[config.mk]
export PLATFORM = sky130hd
export DESIGN_NAME = wave_table_sound_channel
export DESIGN_NICKNAME = d
export VERILOG_FILES = /design/src/rtl/core/wtsc_pkg.sv /design/src/rtl/core/wtsc_ctrl.sv /design/src/rtl/core/wtsc_dp.sv /design/src/rtl/core/wave_table_sound_channel.sv
export SDC_FILE = /design/constraint.sdc
export NUM_CORES = 1
export LEC_CHECK = 0
export ABC_CLOCK_PERIOD_IN_PS = 2550
export BUFFER_PORTS_ARGS = -buffer_cell sky130_fd_sc_hd__buf_2
export CORE_MARGIN = 5
export CORE_UTILIZATION = 57
export CTS_CLUSTER_SIZE = 14
export DETAILED_ROUTE_END_ITERATION = 10
export GPL_TIMING_DRIVEN = 1
export HOLD_SLACK_MARGIN = 0.03
export PLACE_DENSITY = 0.77
export SLEW_MARGIN = 10
export SYNTH_ARGS = -nofsm -noshare
export SYNTH_HDL_FRONTEND = slang
export SYNTH_SLANG_ARGS = --single-unit
[constraint.sdc]
create_clock -name clk -period 2.55 [get_ports clk]
set_clock_uncertainty 0.05 [all_clocks]
set_input_delay 0.51 -clock clk [delete_from_list [all_inputs] [get_ports clk]]
set_output_delay 0.51 -clock clk [all_outputs]
set_load 0.05 [all_outputs]
[src/rtl/core/wtsc_pkg.sv]
// Package for the wave-table sound channel: beat types, command and lock codes,
// controller/datapath interface structs and the timer period helper. No dependencies.
`default_nettype none

package wtsc_pkg;

  localparam int TICK_W     = 13;
  localparam int WAVE_BYTES = 16;
  localparam int WADDR_W    = 4;
  localparam int FREQ_W     = 11;
  localparam int PERIOD_W   = 13;
  localparam int POS_W      = 5;
  localparam int VOL_W      = 3;

  localparam logic [2:0] CMD_REG   = 3'd0;
  localparam logic [2:0] CMD_WAVE  = 3'd1;
  localparam logic [2:0] CMD_RUN   = 3'd2;
  localparam logic [2:0] CMD_POFF  = 3'd3;
  localparam logic [2:0] CMD_PON   = 3'd4;

  localparam logic [2:0] REG_NR30  = 3'd0;
  localparam logic [2:0] REG_NR31  = 3'd1;
  localparam logic [2:0] REG_NR32  = 3'd2;
  localparam logic [2:0] REG_NR33  = 3'd3;
  localparam logic [2:0] REG_NR34  = 3'd4;

  localparam logic [1:0] LOCK_NORMAL = 2'd0;
  localparam logic [1:0] LOCK_SINGLE = 2'd1;
  localparam logic [1:0] LOCK_NONE   = 2'd2;

  localparam logic [VOL_W-1:0] VOL_MUTE = 3'd4;
  localparam logic [11:0]      FREQ_BASE = 12'd2048;

  typedef struct packed {
    logic [2:0]         command;
    logic [2:0]         reg_select;
    logic [WADDR_W-1:0] wave_address;
    logic [7:0]         write_data;
    logic [TICK_W-1:0]  tick_count;
  } wtsc_in_t;

  typedef struct packed {
    logic [3:0] sample_level;
    logic [1:0] lock_mode;
    logic [7:0] lock_byte;
    logic       channel_active;
  } wtsc_out_t;

  // controller -> datapath
  typedef struct packed {
    logic load;
    logic exec;
    logic step;
    logic fin;
    logic emit;
  } wtsc_cmd_t;

  // datapath -> controller
  typedef struct packed {
    logic run_cmd;
    logic run_skip;
    logic expire;
  } wtsc_stat_t;

  // (2048 - f) * 2
  function automatic logic [PERIOD_W-1:0] period_of(input logic [FREQ_W-1:0] f);
    logic [11:0] diff;
    diff = FREQ_BASE - {1'b0, f};
    return {diff, 1'b0};
  endfunction

endpackage

`default_nettype wire

[src/rtl/core/wtsc_ctrl.sv]
// Controller FSM of the wave-table sound channel: sequences accept, execute,
// timer expiry loop, window update and result strobe. Depends on wtsc_pkg.
`default_nettype none

module wtsc_ctrl (
  input  wire logic                clk,
  input  wire logic                rst_n,
  input  wire logic                start,
  output logic                     busy,
  output logic                     out_valid,
  output wtsc_pkg::wtsc_cmd_t      cmd,
  input  wire wtsc_pkg::wtsc_stat_t stat
);

  localparam logic [2:0] S_IDLE = 3'd0;
  localparam logic [2:0] S_EXEC = 3'd1;
  localparam logic [2:0] S_LOOP = 3'd2;
  localparam logic [2:0] S_FIN  = 3'd3;
  localparam logic [2:0] S_RESP = 3'd4;

  logic [2:0] state_r, state_nxt;
  logic       out_valid_r, out_valid_nxt;

  always_comb begin
    state_nxt     = state_r;
    out_valid_nxt = 1'b0;
    cmd           = '0;
    unique case (state_r)
      S_IDLE: begin
        if (start) begin
          cmd.load  = 1'b1;
          state_nxt = S_EXEC;
        end
      end
      S_EXEC: begin
        cmd.exec = 1'b1;
        if (stat.run_cmd && !stat.run_skip) state_nxt = S_LOOP;
        else state_nxt = S_RESP;
      end
      S_LOOP: begin
        if (stat.expire) cmd.step = 1'b1;
        else state_nxt = S_FIN;
      end
      S_FIN: begin
        cmd.fin   = 1'b1;
        state_nxt = S_RESP;
      end
      S_RESP: begin
        cmd.emit      = 1'b1;
        out_valid_nxt = 1'b1;
        state_nxt     = S_IDLE;
      end
      default: state_nxt = S_IDLE;
    endcase
  end

  always_ff @(posedge clk) begin
    if (!rst_n) begin
      state_r     <= S_IDLE;
      out_valid_r <= 1'b0;
    end else begin
      state_r     <= state_nxt;
      out_valid_r <= out_valid_nxt;
    end
  end

  assign busy      = (state_r != S_IDLE);
  assign out_valid = out_valid_r;

  a_strobe_idle: assert property (@(posedge clk) disable iff (!rst_n)
    out_valid_r |-> (state_r == S_IDLE))
    else $error("result strobe outside idle");

  a_accept_exec: assert property (@(posedge clk) disable iff (!rst_n)
    (start && !busy) |=> (state_r == S_EXEC))
    else $error("accepted beat not executed");

  a_fin_resp: assert property (@(posedge clk) disable iff (!rst_n)
    (state_r == S_FIN) |=> (state_r == S_RESP && !out_valid_r))
    else $error("window update not followed by result");

endmodule

`default_nettype wire

[src/rtl/core/wtsc_dp.sv]
// Datapath of the wave-table sound channel: wave RAM, channel registers, timer,
// sample position, read window, lock state and result register. Depends on wtsc_pkg.
`default_nettype none

module wtsc_dp #(
  parameter int MAX_TICKS = 4096
) (
  input  wire logic                 clk,
  input  wire logic                 rst_n,
  input  wire wtsc_pkg::wtsc_in_t   in_item,
  input  wire wtsc_pkg::wtsc_cmd_t  cmd,
  output wtsc_pkg::wtsc_stat_t      stat,
  output wtsc_pkg::wtsc_out_t       out_item
);

  localparam int TMAX = (MAX_TICKS < 8191) ? MAX_TICKS : 8191;
  localparam int TW   = $clog2(((TMAX > 4096) ? TMAX : 4096) + 1) + 1;
  localparam logic [wtsc_pkg::TICK_W-1:0] TCLAMP = wtsc_pkg::TICK_W'(TMAX);
  localparam logic signed [TW-1:0] TWO = TW'(2);

  wtsc_pkg::wtsc_in_t  item_r, item_nxt;
  wtsc_pkg::wtsc_out_t out_r, out_nxt;

  logic [7:0] ram_r [wtsc_pkg::WAVE_BYTES];
  logic       ram_we;

  logic [wtsc_pkg::FREQ_W-1:0]   freq_r, freq_nxt;
  logic [wtsc_pkg::PERIOD_W-1:0] per_r, per_nxt;
  logic signed [TW-1:0]          tc_r, tc_nxt;
  logic signed [TW-1:0]          rw_r, rw_nxt;
  logic [wtsc_pkg::POS_W-1:0]    pos_r, pos_nxt;
  logic [7:0]                    byte_r;
  logic [wtsc_pkg::VOL_W-1:0]    vol_r, vol_nxt;
  logic                          dac_r, dac_nxt;
  logic                          pwr_r, pwr_nxt;
  logic                          ch_r, ch_nxt;
  logic [1:0]                    lock_r, lock_nxt;
  logic                          exp_r, exp_nxt;

  logic [wtsc_pkg::TICK_W-1:0]   ticks;
  logic signed [TW-1:0]          t_s, per_s, rw_dec;
  logic [wtsc_pkg::FREQ_W-1:0]   f33, f34;
  logic [wtsc_pkg::PERIOD_W-1:0] per34;
  logic [wtsc_pkg::POS_W-1:0]    pos_inc;
  logic [1:0]                    vcode;
  logic [3:0]                    nib;

  assign ticks   = (item_r.tick_count > TCLAMP) ? TCLAMP : item_r.tick_count;
  assign t_s     = $signed({{(TW - wtsc_pkg::TICK_W){1'b0}}, ticks});
  assign per_s   = $signed({{(TW - wtsc_pkg::PERIOD_W){1'b0}}, per_r});
  assign rw_dec  = rw_r - t_s;
  assign f33     = {freq_r[10:8], item_r.write_data};
  assign f34     = {item_r.write_data[2:0], freq_r[7:0]};
  assign per34   = wtsc_pkg::period_of(f34);
  assign pos_inc = pos_r + 5'd1;
  assign vcode   = item_r.write_data[6:5];
  assign nib     = pos_r[0] ? byte_r[3:0] : byte_r[7:4];

  assign stat.run_cmd  = (item_r.command == wtsc_pkg::CMD_RUN);
  assign stat.run_skip = (per_r == '0) || !ch_r;
  assign stat.expire   = (tc_r <= 0);

  always_comb begin
    item_nxt = item_r;
    out_nxt  = out_r;
    freq_nxt = freq_r;
    per_nxt  = per_r;
    tc_nxt   = tc_r;
    rw_nxt   = rw_r;
    pos_nxt  = pos_r;
    vol_nxt  = vol_r;
    dac_nxt  = dac_r;
    pwr_nxt  = pwr_r;
    ch_nxt   = ch_r;
    lock_nxt = lock_r;
    exp_nxt  = exp_r;
    ram_we   = 1'b0;

    if (cmd.load) item_nxt = in_item;

    if (cmd.exec) begin
      case (item_r.command)
        wtsc_pkg::CMD_REG: begin
          if (pwr_r) begin
            unique case (item_r.reg_select)
              wtsc_pkg::REG_NR30: begin
                if (item_r.write_data[7]) begin
                  dac_nxt  = 1'b1;
                  lock_nxt = wtsc_pkg::LOCK_NONE;
                end else begin
                  dac_nxt  = 1'b0;
                  ch_nxt   = 1'b0;
                  lock_nxt = wtsc_pkg::LOCK_NORMAL;
                end
              end
              wtsc_pkg::REG_NR32: begin
                vol_nxt = (vcode == 2'd0) ? wtsc_pkg::VOL_MUTE : {1'b0, vcode - 2'd1};
              end
              wtsc_pkg::REG_NR33: begin
                freq_nxt = f33;
                per_nxt  = wtsc_pkg::period_of(f33);
              end
              wtsc_pkg::REG_NR34: begin
                freq_nxt = f34;
                per_nxt  = per34;
                if (item_r.write_data[7]) begin
                  rw_nxt  = '0;
                  tc_nxt  = $signed({{(TW - wtsc_pkg::PERIOD_W){1'b0}}, per34});
                  pos_nxt = '1;
                  ch_nxt  = dac_r;
                end
              end
              default: ;
            endcase
          end
        end
        wtsc_pkg::CMD_WAVE: begin
          if (lock_r == wtsc_pkg::LOCK_NORMAL) ram_we = 1'b1;
        end
        wtsc_pkg::CMD_RUN: begin
          if (stat.run_skip) begin
            lock_nxt = wtsc_pkg::LOCK_NORMAL;
          end else begin
            tc_nxt  = tc_r - t_s;
            exp_nxt = 1'b0;
          end
        end
        wtsc_pkg::CMD_POFF: begin
          if (pwr_r) begin
            pos_nxt  = '0;
            dac_nxt  = 1'b0;
            ch_nxt   = 1'b0;
            lock_nxt = wtsc_pkg::LOCK_NORMAL;
            vol_nxt  = wtsc_pkg::VOL_MUTE;
            freq_nxt = '0;
            per_nxt  = wtsc_pkg::period_of('0);
            pwr_nxt  = 1'b0;
          end
        end
        wtsc_pkg::CMD_PON: pwr_nxt = 1'b1;
        default: ;
      endcase
    end

    // one timer expiry; the byte fetch sits with the wave RAM
    if (cmd.step) begin
      pos_nxt  = pos_inc;
      lock_nxt = wtsc_pkg::LOCK_SINGLE;
      rw_nxt   = tc_r + TWO;
      exp_nxt  = 1'b1;
      tc_nxt   = tc_r + per_s;
    end

    // read window after the expiry loop
    if (cmd.fin) begin
      if (!exp_r && (rw_r > 0)) begin
        rw_nxt = rw_dec;
        if (rw_dec <= 0) lock_nxt = wtsc_pkg::LOCK_NONE;
      end else if (rw_r <= 0) begin
        lock_nxt = wtsc_pkg::LOCK_NONE;
      end
    end

    if (cmd.emit) begin
      out_nxt.sample_level   = (vol_r >= wtsc_pkg::VOL_MUTE) ? 4'd0 : (nib >> vol_r);
      out_nxt.lock_mode      = lock_r;
      out_nxt.lock_byte      = (lock_r == wtsc_pkg::LOCK_SINGLE) ? byte_r : 8'd0;
      out_nxt.channel_active = ch_r;
    end
  end

  always_ff @(posedge clk) begin
    if (!rst_n) begin
      for (int i = 0; i < wtsc_pkg::WAVE_BYTES; i++) begin
        ram_r[i] <= i[0] ? 8'hff : 8'h00;
      end
      byte_r <= '0;
    end else begin
      if (ram_we) ram_r[item_r.wave_address] <= item_r.write_data;
      if (cmd.step) byte_r <= ram_r[pos_inc[wtsc_pkg::POS_W-1:1]];
    end
  end

  always_ff @(posedge clk) begin
    if (!rst_n) begin
      freq_r <= '0;
      per_r  <= '0;
      tc_r   <= '0;
      rw_r   <= '0;
      pos_r  <= '0;
      vol_r  <= '0;
      dac_r  <= 1'b0;
      pwr_r  <= 1'b1;
      ch_r   <= 1'b0;
      lock_r <= wtsc_pkg::LOCK_NORMAL;
      exp_r  <= 1'b0;
    end else begin
      freq_r <= freq_nxt;
      per_r  <= per_nxt;
      tc_r   <= tc_nxt;
      rw_r   <= rw_nxt;
      pos_r  <= pos_nxt;
      vol_r  <= vol_nxt;
      dac_r  <= dac_nxt;
      pwr_r  <= pwr_nxt;
      ch_r   <= ch_nxt;
      lock_r <= lock_nxt;
      exp_r  <= exp_nxt;
    end
  end

  always_ff @(posedge clk) begin
    item_r <= item_nxt;
    out_r  <= out_nxt;
  end

  assign out_item = out_r;

  a_step_single: assert property (@(posedge clk) disable iff (!rst_n)
    cmd.step |=> (lock_r == wtsc_pkg::LOCK_SINGLE && exp_r))
    else $error("expiry did not open read window");

  a_vol_range: assert property (@(posedge clk) disable iff (!rst_n)
    vol_r <= wtsc_pkg::VOL_MUTE)
    else $error("volume shift out of range");

  a_poff: assert property (@(posedge clk) disable iff (!rst_n)
    (cmd.exec && item_r.command == wtsc_pkg::CMD_POFF && pwr_r)
      |=> (!ch_r && !dac_r && !pwr_r && lock_r == wtsc_pkg::LOCK_NORMAL))
    else $error("power off left channel state");

endmodule

`default_nettype wire

[src/rtl/core/wave_table_sound_channel.sv]
// Top level of the wave-table sound channel: controller FSM plus datapath.
// Depends on wtsc_pkg, wtsc_ctrl and wtsc_dp.
//
// One beat is taken when start is high and busy is low; every beat gives exactly one
// result on out_item, marked by out_valid for a single cycle, and the receiver has no
// way to hold it off. A register write, wave RAM write, power-off, power-on, unknown
// command, or a tick run that finds the channel off or the period zero goes from accept
// through the execute state to the result state. A tick run on an active channel goes
// through the expiry loop between them, which advances the sample position and fetches
// one wave RAM byte per cycle while the timer has expired, and then the window update;
// with the shortest period of 2 ticks a run holds up to about MAX_TICKS/2 expiries.
// busy drops in the cycle of the result strobe, so the next beat can be accepted there.
`default_nettype none

module wave_table_sound_channel #(
  parameter int MAX_TICKS = 4096
) (
  input  wire logic               clk,
  input  wire logic               rst_n,
  input  wire logic               start,
  output logic                    busy,
  input  wire wtsc_pkg::wtsc_in_t in_item,
  output logic                    out_valid,
  output wtsc_pkg::wtsc_out_t     out_item
);

  wtsc_pkg::wtsc_cmd_t  cmd;
  wtsc_pkg::wtsc_stat_t stat;

  wtsc_ctrl u_ctrl (
    .clk       (clk),
    .rst_n     (rst_n),
    .start     (start),
    .busy      (busy),
    .out_valid (out_valid),
    .cmd       (cmd),
    .stat      (stat)
  );

  wtsc_dp #(
    .MAX_TICKS (MAX_TICKS)
  ) u_dp (
    .clk      (clk),
    .rst_n    (rst_n),
    .in_item  (in_item),
    .cmd      (cmd),
    .stat     (stat),
    .out_item (out_item)
  );

endmodule

`default_nettype wire
==> out/metrics.cfg <==
[clocking]
cts_root_buffer=clkbuf_16
cts_tree=done
numCtsBuffers=27
clk_pin_slew_ns=0.06
cts_max_level=1
clock_path_buffers=3
insertion_delay_ns=0.54
clock_sinks=251

[sta]
setup_violations=6
min_period_ns=2.65
max_freq_ghz=0.378
slew_headroom_pct=48.1
setup_slack_ns=-0.0971
worst_pin_slew_ns=0.778
hold_viol_final=0
finalMaxSlewViolations=0
grt_setup_unrepaired=yes
tns_ns=-0.323
finalCritPeriodShare_pct=104

[yosys]
ys.flop_type=edfxtp_1
yosysTopAreaCellShare_pct=38.5
postSynth.asyncResetShare_pct=0
ys_seq_elements=251
synth_cells=1272
yosysSeqAreaShare_pct=49.9
yosysMostFrequentCell=edfxtp_1
synth_nets=1351
syn_area_sq_um=13600
yosysWarningCount=0
syn_area_per_cell_sq_um=10.7
synth_top_area_cell=edfxtp_1
yosysUniqueCellTypes=78
synth_edf_count=174
synthTopCellsByArea=edfxtp_1 (39%), dfxtp_1 (11%), mux4_2 (5.5%)
synth_common_cells=edfxtp_1 (174), nor2_1 (105), nand2_1 (93), dfxtp_1 (77), a21oi_1 (67)

[drt]
firstDrtPassIters=6
highest_layer=met4
drt_first_iter_violations=1243
num_vias=11275
ant_nets=0
drc_errors=0
met2WireLength_um=17500
wl_met1_um=15300
route.met3.wl_um=3640
wl_per_cell_um=20.8
routed_wl_um=37400
viasPerCell=6.28

[power]
leakagePower_nw=6.08
ir_worst_vdd_v=0.000555
p_total_w=0.00936
power_density_nw_per_um2=558

[die]
initial_core_util_pct=57.8
rows=56
io_pins=51
die_h_um=164
die_area_sq_um=27000
core_sq_um=23500
die_x_um=164

[critical_path]
worstSetupPathType=flop to flop
cp-end-kind=flop
cp_max_fo=7
timing.critical_path.required_ns=2.88
startpoint_type=flop
arrival_ns=2.98

[grt]
grt_start_max_net_pins=39
gr-total-overflow=0
grt_pass1_wl_um=57100
grt_pass1_vias=10564
antenna_found_initial=0
track_usage_pct=27.0

[place]
io_buffers=50
place_area_sq_um=15300
routabilityCongestion=0.919
place_hpwl_um=26000
pre_cts_slack_ns=-0.249

[cells_and_area]
final_area_sq_um=16800
syn_to_final_growth_pct=23.7
antenna_cells=0
drive_above_1_share_pct=29.3
final_nets=1533

[flow_run]
max-cap-violations=0

[hold_path]
min_path_type=input port to flop

[status]
violations=setup timing
status=finished, violations left

timing repair:
action / 4_1_cts / 5_1_grt
resized for setup: 42 / 74
setup endpoints to repair: 10 / 92
hold buffers: 0 / 0
buffers inserted: 4 / 8
pin swaps: 18 / 30
gates cloned: 0 / 1
state kept, by name (all words and copies together), names as in the netlist, 2 cells and up:
signal	flops
u_ctrl.state_r	3
u_dp.lock_r	2
u_dp.f33	8
u_dp.pos_r	5
u_dp.tc_r	14
u_dp.rw_r	14
u_dp.freq_r	11
u_dp.ram_r	128
u_dp.out_item	15
u_dp.vol_r	3
u_dp.per_r	12
u_dp.byte_r	8
u_dp.item_r	23
path summary, 6_finish.rpt:
| path | start | to | slack [ns] | cells after the start |
|---|---|---|---|---|
| max | u_dp.item_r[12]$_DFFE_PP_ | u_dp.lock_r[0]$_SDFF_PN0_ | -0.1 | 11 |
| max reg2reg | u_dp.item_r[12]$_DFFE_PP_ | u_dp.lock_r[0]$_SDFF_PN0_ | -0.1 | 11 |
| min | in_item[24] | u_dp.item_r[24]$_DFFE_PP_ | 0.09 | 1 |
| min reg2reg | u_dp.byte_r[2]$_SDFFE_PN0P_ | u_dp.byte_r[2]$_SDFFE_PN0P_ | 0.43 | 2 |
cell usage in the layout, fill, tap and decap left out, types with 7 or more instances in the layout:
cell type / netlist / layout
a211oi_1: 15 / 12
a21o_1: 9 / 9
a21oi_1: 67 / 60
a221oi_1: 15 / 11
a22o_1: 8 / 8
a22oi_1: 9 / 8
a31oi_1: 9 / 8
and2_1: 46 / 45
and3_1: 12 / 11
buf_2: 11 / 51
buf_4: 5 / 172
buf_6: 5 / 7
clkbuf_16: 0 / 27
clkinv_2: 0 / 10
dfxtp_1: 77 / 77
edfxtp_1: 174 / 174
ha_1: 42 / 22
ha_2: 0 / 8
ha_4: 0 / 12
inv_1: 27 / 26
mux2i_1: 12 / 12
mux4_2: 33 / 33
nand2_1: 93 / 83
nand2_2: 0 / 7
nand2b_1: 15 / 14
nand3_1: 37 / 37
nand4_1: 11 / 11
nor2_1: 105 / 101
nor2b_1: 13 / 10
nor3_1: 66 / 54
nor3_2: 0 / 12
nor4_1: 31 / 28
o21a_1: 11 / 10
o21ai_0: 47 / 41
o21ai_1: 4 / 8
or3_1: 55 / 51
xnor2_1: 29 / 29
xor2_1: 20 / 18
final cells by class:
cell class	count	area, sq um
multi-input combinational	908	6900
sequential	251	6770
fill	1559	6690
timing repair buffer	236	1740
clock buffer	30	697
tap	319	399
clock inverter	20	168
inverter	30	115
through the flow:
| step | hold WS, ns | cells | utilization, % |
|---|---|---|---|
| after floorplan | 0.374 | 1272 | - |
| after global placement | 0.404 | 1732 | 65.1 |
| after detailed placement | 0.418 | 1732 | 65.1 |
| after CTS | 0.0763 | 1786 | 69.7 |
| after global routing | 0.0814 | 1794 | 71.5 |
| final | 0.0940 | 1794 | 71.5 |
per-layer routing:
metal | vias up | track usage (%)
met3 | 86 | 6.07
li1 | 5188 | -
met2 | 559 | 42.7
met1 | 5442 | 38.0
met4 | 0 | 7.17
met5 | - | 0
cells by family (layout without fill, tap and decap cells):
kind of cell / after synthesis / after routing / synth area share (%)
and+or+nand+nor: 517 / 517 / 19.8
DFF: 251 / 251 / 49.9
adders and majority gates: 45 / 45 / 4.31
muxes: 47 / 47 / 6.53
buffers and inverters: 113 / 316 / 3.66
AOI/OAI and AO/OA: 249 / 249 / 12.5
xor gates and xnor gates: 50 / 50 / 3.28
worst max-delay path, cell delays in order (launching register included):
cell      delay (ns)
edfxtp_1        0.42
inv_2           0.10
buf_8           0.14
nand2_2         0.09
ha_4            0.19
a21o_1          0.19
or3_4           0.34
o21ai_4         0.18
a311oi_2        0.12
or4_1           0.43
a31oi_2         0.17
nor4_1          0.07
report_power, final:
group	switching [W]	internal, W
clock	0.00162	0.00218
sequential	0.0000678	0.00444
combinational	0.000612	0.000439
No activity file was read; power rests on OpenSTA's default activity.
